## src/rtl/pidc_pkg.sv

```systemverilog
// shared types, constants and fixed-point helpers for the pid controller
package pidc_pkg;

  localparam int DataWidth = 32;
  localparam int FracBits  = 16;
  localparam int AddrWidth = 5;
  localparam int ProdWidth = 2 * DataWidth;
  localparam int AccWidth  = DataWidth + 2;

  typedef logic signed [DataWidth-1:0] word_t;
  typedef logic signed [ProdWidth-1:0] prod_t;
  typedef logic signed [AccWidth-1:0]  acc_t;

  // register index, byte address divided by four
  localparam logic [2:0] RegGainP    = 3'd0;
  localparam logic [2:0] RegGainI    = 3'd1;
  localparam logic [2:0] RegGainD    = 3'd2;
  localparam logic [2:0] RegTimeStep = 3'd3;
  localparam logic [2:0] RegInvStep  = 3'd4;
  localparam logic [2:0] RegOutMax   = 3'd5;
  localparam logic [2:0] RegOutMin   = 3'd6;

  localparam word_t WordMax = {1'b0, {(DataWidth-1){1'b1}}};
  localparam word_t WordMin = {1'b1, {(DataWidth-1){1'b0}}};

  typedef enum logic [2:0] {
    StIdle,
    StMulIts,
    StMulDif,
    StMulKp,
    StMulKi,
    StMulKd,
    StSum
  } state_e;

  // saturate a wide sum to one word
  function automatic word_t sat_acc(acc_t v);
    logic ovf;
    ovf = (v[AccWidth-1:DataWidth-1] != {(AccWidth-DataWidth+1){v[AccWidth-1]}});
    if (ovf) begin
      return v[AccWidth-1] ? WordMin : WordMax;
    end
    return v[DataWidth-1:0];
  endfunction

  // product shifted right with floor rounding, then saturated to one word
  function automatic word_t scale_sat(prod_t p);
    prod_t s;
    logic  ovf;
    s   = p >>> FracBits;
    ovf = (s[ProdWidth-1:DataWidth-1] != {(ProdWidth-DataWidth+1){s[ProdWidth-1]}});
    if (ovf) begin
      return s[ProdWidth-1] ? WordMin : WordMax;
    end
    return s[DataWidth-1:0];
  endfunction

endpackage

```

## src/rtl/pid_controller_clamped.sv

```systemverilog
// discrete pid controller with output clamp, one shared multiplier
// Each transaction on the input channel (target, measured, signed Q16.16)
// yields exactly one transaction on the output channel (drive, clamped).
// The five products (error*dt, difference*inv_dt, and the three gain
// products) go one after another through a single 32x32 signed multiplier
// with a registered product, so an item passes through the accept state,
// one state per product, and a final state that adds the terms and clamps.
// in_stall_o is high after accept until the datapath is back in idle. The
// result is offered from the output register after the final add, and the
// next item can be accepted once the sequencer is back in idle. If the
// previous result is still stalled at the output, the final add waits for
// the output register to empty and the registered product holds meanwhile.
// The next item may be accepted while a finished result waits to be taken.
// Configuration registers sit on an APB-style port at byte addresses 4*i:
// gain_p, gain_i, gain_d, time_step, inv_time_step, out_max, out_min. They
// are to be written only while the block is idle; the user must keep to
// this, as the block itself does not enforce it. Integral and last error
// state reset to zero; there is no clearing pass.
module pid_controller_clamped
  import pidc_pkg::*;
(
  input  logic                 clk_i,
  input  logic                 rst_ni,
  // input channel
  input  logic                 in_valid_i,
  output logic                 in_stall_o,
  input  logic [31:0]          target_i,
  input  logic [31:0]          measured_i,
  // output channel
  output logic                 out_valid_o,
  input  logic                 out_stall_i,
  output logic [31:0]          drive_o,
  output logic                 clamped_o,
  // configuration port
  input  logic                 psel,
  input  logic                 penable,
  input  logic                 pwrite,
  input  logic [AddrWidth-1:0] paddr,
  input  logic [31:0]          pwdata,
  output logic [31:0]          prdata,
  output logic                 pready
);

  // configuration registers
  word_t       gain_p_q, gain_i_q, gain_d_q, out_max_q, out_min_q;
  logic [30:0] time_step_q, inv_step_q;

  // datapath state
  state_e state_q, state_d;
  word_t  err_q, diff_q, deriv_q, integ_q, last_err_q;
  acc_t   acc_q;
  prod_t  prod_q;
  word_t  mul_a, mul_b, scaled;
  word_t  sum_sat;
  logic   out_valid_q;
  word_t  drive_q;
  logic   clamped_q;

  logic [2:0] reg_idx;
  logic       cfg_wr;
  logic       in_acc, out_acc, sum_go;

  assign pready  = 1'b1;
  assign reg_idx = paddr[AddrWidth-1:2];
  assign cfg_wr  = psel & penable & pwrite;

  // register read back
  always_comb begin
    case (reg_idx)
      RegGainP:    prdata = gain_p_q;
      RegGainI:    prdata = gain_i_q;
      RegGainD:    prdata = gain_d_q;
      RegTimeStep: prdata = {1'b0, time_step_q};
      RegInvStep:  prdata = {1'b0, inv_step_q};
      RegOutMax:   prdata = out_max_q;
      RegOutMin:   prdata = out_min_q;
      default:     prdata = '0;
    endcase
  end

  always_ff @(posedge clk_i or negedge rst_ni) begin
    if (!rst_ni) begin
      gain_p_q    <= 32'sd65536;
      gain_i_q    <= '0;
      gain_d_q    <= '0;
      time_step_q <= 31'd655;
      inv_step_q  <= 31'd6553600;
      out_max_q   <= 32'sd6553600;
      out_min_q   <= -32'sd6553600;
    end else if (cfg_wr) begin
      case (reg_idx)
        RegGainP:    gain_p_q    <= pwdata;
        RegGainI:    gain_i_q    <= pwdata;
        RegGainD:    gain_d_q    <= pwdata;
        RegTimeStep: time_step_q <= pwdata[30:0];
        RegInvStep:  inv_step_q  <= pwdata[30:0];
        RegOutMax:   out_max_q   <= pwdata;
        RegOutMin:   out_min_q   <= pwdata;
        default: ;
      endcase
    end
  end

  // handshakes
  assign in_stall_o = (state_q != StIdle);
  assign in_acc     = in_valid_i & ~in_stall_o;
  assign out_acc    = out_valid_q & ~out_stall_i;
  // the final add only fires once the output register is free
  assign sum_go     = (state_q == StSum) & (~out_valid_q | ~out_stall_i);

  // sequencer
  always_ff @(posedge clk_i or negedge rst_ni) begin
    if (!rst_ni) begin
      state_q <= StIdle;
    end else begin
      state_q <= state_d;
    end
  end

  always_comb begin
    state_d = state_q;
    unique case (state_q)
      StIdle:   if (in_acc) state_d = StMulIts;
      StMulIts: state_d = StMulDif;
      StMulDif: state_d = StMulKp;
      StMulKp:  state_d = StMulKi;
      StMulKi:  state_d = StMulKd;
      StMulKd:  state_d = StSum;
      StSum:    if (sum_go) state_d = StIdle;
    endcase
  end

  // shared multiplier operand select
  always_comb begin
    mul_a = err_q;
    mul_b = $signed({1'b0, time_step_q});
    unique case (state_q)
      StMulDif: begin
        mul_a = diff_q;
        mul_b = $signed({1'b0, inv_step_q});
      end
      StMulKp: begin
        mul_a = gain_p_q;
        mul_b = err_q;
      end
      StMulKi: begin
        mul_a = gain_i_q;
        mul_b = integ_q;
      end
      StMulKd: begin
        mul_a = gain_d_q;
        mul_b = deriv_q;
      end
      default: ;
    endcase
  end

  // registered product, shifted and saturated
  assign scaled  = scale_sat(prod_q);
  assign sum_sat = sat_acc(acc_q + acc_t'(scaled));

  // payload path, operands hold through stalls by construction
  always_ff @(posedge clk_i) begin
    // the derivative term stays in the product register while the add waits
    if (state_q != StSum) begin
      prod_q <= mul_a * mul_b;
    end
    unique case (state_q)
      StIdle: begin
        if (in_acc) begin
          err_q <= sat_acc(acc_t'($signed(target_i)) - acc_t'($signed(measured_i)));
        end
      end
      StMulIts: diff_q  <= sat_acc(acc_t'(err_q) - acc_t'(last_err_q));
      StMulDif: ;
      StMulKp:  deriv_q <= scaled;
      StMulKi:  acc_q   <= acc_t'(scaled);
      StMulKd:  acc_q   <= acc_q + acc_t'(scaled);
      StSum: begin
        if (sum_go) begin
          // upper limit is tested first, also when limits are crossed
          if (sum_sat > out_max_q) begin
            drive_q   <= out_max_q;
            clamped_q <= 1'b1;
          end else if (sum_sat < out_min_q) begin
            drive_q   <= out_min_q;
            clamped_q <= 1'b1;
          end else begin
            drive_q   <= sum_sat;
            clamped_q <= 1'b0;
          end
        end
      end
    endcase
  end

  // controller state, cleared by reset
  always_ff @(posedge clk_i or negedge rst_ni) begin
    if (!rst_ni) begin
      integ_q    <= '0;
      last_err_q <= '0;
    end else begin
      if (state_q == StMulIts) begin
        last_err_q <= err_q;
      end
      // integral takes error*dt from the product of the previous cycle
      if (state_q == StMulDif) begin
        integ_q <= sat_acc(acc_t'(integ_q) + acc_t'(scaled));
      end
    end
  end

  // output register valid
  always_ff @(posedge clk_i or negedge rst_ni) begin
    if (!rst_ni) begin
      out_valid_q <= 1'b0;
    end else if (sum_go) begin
      out_valid_q <= 1'b1;
    end else if (out_acc) begin
      out_valid_q <= 1'b0;
    end
  end

  assign out_valid_o = out_valid_q;
  assign drive_o     = drive_q;
  assign clamped_o   = clamped_q;

endmodule

```

## config.mk

```make
export PLATFORM = sky130hd
export DESIGN_NAME = pid_controller_clamped
export DESIGN_NICKNAME = d
export VERILOG_FILES = /design/src/rtl/pidc_pkg.sv /design/src/rtl/pid_controller_clamped.sv
export SDC_FILE = /design/constraint.sdc
export NUM_CORES = 2
export LEC_CHECK = 0
export ABC_AREA = 1
export BUFFER_PORTS_ARGS = -buffer_cell sky130_fd_sc_hd__buf_2
export CAP_MARGIN = 20
export CORE_ASPECT_RATIO = 1.4
export CORE_MARGIN = 8
export CORE_UTILIZATION = 45
export DETAILED_ROUTE_END_ITERATION = 8
export PLACE_DENSITY = 0.65
export SYNTH_ARGS = -nofsm -noshare
export SYNTH_HDL_FRONTEND = slang
export SYNTH_SLANG_ARGS = --single-unit
```

## constraint.sdc

```tcl
create_clock -name clk_i -period 12.4 [get_ports clk_i]
set_input_delay 1.86 -clock clk_i [delete_from_list [all_inputs] [get_ports clk_i]]
set_output_delay 1.86 -clock clk_i [all_outputs]
set_load 0.005 [all_outputs]
```

Yosys cells after proc, flatten, opt, wreduce, memory -nomap -nowiden. Index checks and enable logic that the tools add are counted.

Register bits: 517. Bits in latches: 0. Bits in writable memories: 0. Bits in read-only memories: 0. Bits of input ports: 108. Output and inout bits: 68. Memories kept: 0.

Add/subtract/negate cells: 4. Multipliers: 1. Divide/modulo/power cells: 0. Magnitude comparators: 2. Equality and inequality tests: 20. Shifts and indexed selects: 0. Mux-type cells: 36. Bitwise logic cells: 9. Reductions and logical operators: 15.

Operators with widths (number): 32-bit two-way mux (17); 32-bit case mux with 4 select lines (2); 32-bit case mux with 7 select lines (1); 34-bit case mux with 2 select lines (1); 32-bit by 32-bit subtractor with 33-bit output (2); 32-bit by 32-bit multiplier with 64-bit output (1); 34-bit by 32-bit adder with 34-bit output (1); 32-bit by 32-bit adder with 33-bit output (1); 32-bit > comparator (1); 32-bit < comparator (1); 3-bit case mux with 7 select lines (1); 2-bit AND reduction (10); 3-bit == test (second input constant) (6); 16-bit inequality test (1); 3-bit by 2-bit == test with 1-bit output (second input constant) (4); 1-bit two-way mux (12); 2-bit inequality test (4); 3-bit by 1-bit == test with 1-bit output (second input constant) (2); 3-bit logical NOT (2); 3-bit two-way mux (2); 1-bit bitwise AND (5); 2-bit inequality test (second input constant) (2); 2-bit nonzero test (2); 3-bit inequality test (second input constant) (1); 3 further kinds (5).

Longest topological paths before layout.
Word-level depth: 10. Mapped depth: 42. Mapped depth without buffers: 39.

Worst setup path after synthesis. No wires, ideal clock.

Path type: reg2reg. Start point: register state_q[2]. End point: register prod_q[63] (data pin). Setup time: 0.252 ns. Data arrival time: 9.183 ns. Required time: 12.148 ns. Path slack: 2.965 ns. Stages on the path, launching flop included: 32. Cells stage by stage: dfrtp_1 > inv_2 > nand2_4 > nor2_4 > clkbuf_1 > buf_1 > a221oi_1 > nand2_1 > inv_1 > nor2_1 > fa_1 > fa_1 > fa_1 > inv_1 > fa_1 > inv_1 > fa_1 > fa_1 > inv_1 > fa_1 > inv_1 > fa_1 > ha_1 > nand2_1 > nor2_1 > inv_1 > nor2_1 > inv_1 > nor4_1 > nand2_1 > nand3_1 > nand2_1.

Cells in the longest elaborated chain, start to end: 3.

Ends and longest elaborated chain: start: declaration (RTL line pid_controller_clamped.sv:49) `state_e state_q, state_d;`; start signal: assignment (RTL line pid_controller_clamped.sv:114) `state_q <= StIdle;`; start signal: assignment (RTL line pid_controller_clamped.sv:116) `state_q <= state_d;`; 3-bit == test or 3-bit by 2-bit == test with 1-bit output (tied branches) (RTL line pid_controller_clamped.sv:137) `unique case (state_q)`; 32-bit case mux with 4 select lines (RTL line pid_controller_clamped.sv:137); 32-bit by 32-bit multiplier with 64-bit output (*) (RTL line pid_controller_clamped.sv:166) `prod_q <= mul_a * mul_b;`; end signal: assignment (RTL line pid_controller_clamped.sv:166); end: declaration (RTL line pid_controller_clamped.sv:52) `prod_t prod_q;`.

Mark *: on every way between the ends. The rest lies on a longest branch, timed or not. A chain may end at the register's enable or synchronous reset.

Final worst setup path.
Start point: register state_q[0]. End point: register prod_q[63] (data pin).

The elaborated chain is that of the path after synthesis.

==> run_results.csv <==
group,metric,value,unit
outcome,outcome,"finished clean",
worst_hold_path,hp-class,"reg -> reg",
synthesis,synthMuxAreaShare,0,%
clock_tree,cts_sinks,501,
clock_tree,clockBufferDepth,3,
global_route,grt_pass1_wl,366400,microns
place,place_hpwl,194600,microns
detailed_routing,drt_wl_total,243000,microns
sta,fin_crit_sh,85.40,%
setup_path,reg2reg_setup_slack,1.81,ns
sta,fmax,94.44,MHz
setup_path,path_max_fanout,33,
clock_tree,post_cts_resized,0,
synthesis,synthArstFlopShare,57.88,%
setup_path,cp.arrival,11.02,ns
synthesis,synth-seq-area-share,20.08,%
synthesis,synth_adder_area_share,38.87,%
sta,fin_tns_setup,0,ns
setup_path,endpoint,"prod_q[63]",
setup_path,crit_family,"adder cells",
detailed_routing,post_drt_via_cell_ratio,5.509,
detailed_routing,wl_per_cell,23.68,microns
setup_path,crit_type,"reg -> reg",
sta,min_period,10.59,ns
synthesis,ys_ff_latch,501,
setup_path,critPathBufInv,11,
sta,finalSetupViolations,0,
die,dieWidth,344.2,microns
detailed_routing,drc_errors,0,
global_route,overflow,0,
sta,clock-skew-final,0.06648,ns
layout,syn_to_final_growth,7.599,%
die,core_area,149700,sq um
setup_path,rr_endpoint,"prod_q[63]",
sta,slew_headroom,6.760,%
setup_path,cp_slowest_cell,"fa_1",
clock_tree,cts_buffers,54,
sta,drv_slew,0,
synthesis,synth_enable_flop_cells,211,
place,post_dp_cell_area,71070,sq um
die,ios,176,
setup_path,cp_common_cell,"inv_1",
layout,final_area,73010,sq um
sta,worst_pin_slew,1.399,ns
synthesis,yosysTopAreaCell,"fa_1",
layout,final_cell_mix,"inv_1 (1,967), nand2_1 (1,840), fa_1 (1,085)",
global_route,groute.usage.overall,29.94,%
synthesis,synth_area,67860,sq um
clock_tree,root_buffer,"clkbuf_16",
setup_path,r2r_start,"state_q[0]",
die,initial_core_util,45.34,%
layout,layout_commonest_cell,"inv_1",
clock_tree,cts_hold_buf,0,
synthesis,synth.area.top_cells,"fa_1 (32%), inv_1 (11%), nand2_1 (10%)",
clock_tree,cts_setup_buffers,0,
global_route,antenna_found_initial,6,
place,gp_congestion,1.023,
setup_path,ff2ff_path_depth,31,
clock_tree,clkLatencyLatePin,0.70,ns
synthesis,synth_top_family_by_area,"adder cells",
clock_tree,cts-htree-levels,2,
flow_run,drv_cap,0,
layout,final_layout_size_suffix_gt1_share,6.924,%
setup_path,cpPeakStageDelay,0.76,ns
die,rows,168,
setup_path,cp-start-kind,"flip-flop",
synthesis,synth_fp_nets,9802,
die,dieHeight,475.5,microns
global_route,first_global_vias,59780,
die,dieArea,163700,sq um
layout,post-route-util,48.79,%
synthesis,yosysWarnings,0,
sta,hold_ws,0.4889,ns
synthesis,synth_compound_area_share,10.20,%
sta,hold_viol,0,
setup_path,cp_num_cells,31,
detailed_routing,drt_first_pass_iters,6,
layout,fin_nets,9823,
detailed_routing,drtAntennaViolNets,0,
synthesis,synthDistinctLibCells,68,
synthesis,synthCells,8237,
detailed_routing,drt_iter0_drc,4543,
global_route,grt_max_degree,113,
setup_path,cp.required,12.83,ns
detailed_routing,vias,56530,
clock_tree,path_clk_slew,0.07,ns
setup_path,end_kind,"flip-flop",
synthesis,postSynthAreaPerCell,8.238,sq um
synthesis,synth_simple_gate_area_share,15.53,%
setup_path,cp-startpoint,"state_q[0]",
synthesis,yosysTopAreaCellShare,32.01,%
sta,rsz0062_at_grt,"false",
place,portBuffers,172,
clock_tree,tritoncts,"yes",
synthesis,synth_flop_cell,"dfrtp_1",
synthesis,synth_xor_area_share,2.309,%
==> worst min path at each step <==
stage                  from            to  slack, ns  cells after the start
6_report       gain_d_q[12]  gain_d_q[12]       0.49                      2
2_1_floorplan   gain_d_q[0]   gain_d_q[0]       0.45                      2
3_3_place_gp   gain_i_q[14]  gain_i_q[14]       0.47                      2
3_5_place_dp    gain_d_q[0]   gain_d_q[0]       0.47                      2
4_1_cts         gain_d_q[1]   gain_d_q[1]       0.49                      2
5_1_grt         gain_d_q[0]   gain_d_q[0]       0.51                      2
==> through the flow <==
step / std cells / setup WS (ns)
after floorplan: 8237 / 2.965
after global placement: 10150 / 2.044
after detailed placement: 10160 / 1.959
after CTS: 10260 / 1.956
after global routing: 10260 / 1.305
final: 10260 / 1.811
==> state kept, by name, indices dropped and copies added, names as in the netlist, 31 cells and up <==
| signal | cells |
|---|---|
| last_err_q | 32 |
| acc_q | 34 |
| integ_q | 32 |
| time_step_q | 31 |
| diff_q | 32 |
| out_min_q | 32 |
| gain_p_q | 32 |
| deriv_q | 32 |
| out_max_q | 32 |
| gain_i_q | 32 |
| err_q | 32 |
| drive_o | 32 |
| gain_d_q | 32 |
| prod_q | 48 |
| inv_step_q | 31 |
==> per-layer routing <==
layer / wire length [microns] / vias up / global-route usage (%)
met3: 17420 / 970 / 4.312
li1: - / 25100 / -
met2: 116400 / 2605 / 50.74
met4: 27050 / 2 / 26.55
met5: 12 / - / 0
met1: 82160 / 27850 / 32.59
==> cells in the mapped netlist (40+ instances only) <==
cell type  instances
clkbuf_1         283
a221oi_1          68
nand2_1         1848
ha_1             372
fa_1            1085
nand3_1          165
o21ai_1           43
o21ai_0          435
inv_1           1968
xor2_1           113
xnor2_1           64
a21oi_1          352
a31oi_1           40
edfxtp_1         211
o22ai_1           63
dfrtp_1          265
a22oi_1           44
nor2_1           397
==> worst reg2reg max path, delay by kind of cell (launching register included) <==
family / cells / cell delay [ns]
DFF: 1 / 0.57
and+or+nand+nor: 8 / 1.42
adders and majority gates: 9 / 4.88
AOI/OAI and AO/OA: 3 / 0.46
buffers and inverters: 11 / 3.04
==> logic make-up after synthesis <==
family | after synthesis
buffers and inverters | 2324
AO/OA/AOI/OAI | 1189
XOR/XNOR | 178
other | 1
AND/OR/NAND/NOR | 2587
adder cells (fa/ha/maj) | 1457
flip-flops | 501
==> cell type report <==
cell class / count / area [sq um]
repair buffers: 301 / 1934
inverters: 1988 / 7465
diodes: 3 / 7.507
fillers: 14440 / 76650
well taps: 1955 / 2446
clock buffers: 73 / 1536
multi-input cells: 5412 / 45640
flip-flops and latches: 501 / 13620
clock inverters: 29 / 360.3
Power is left out: the tool's default activity adds up to more than one toggle a clock period on the data nets, which glitch-free logic cannot reach.
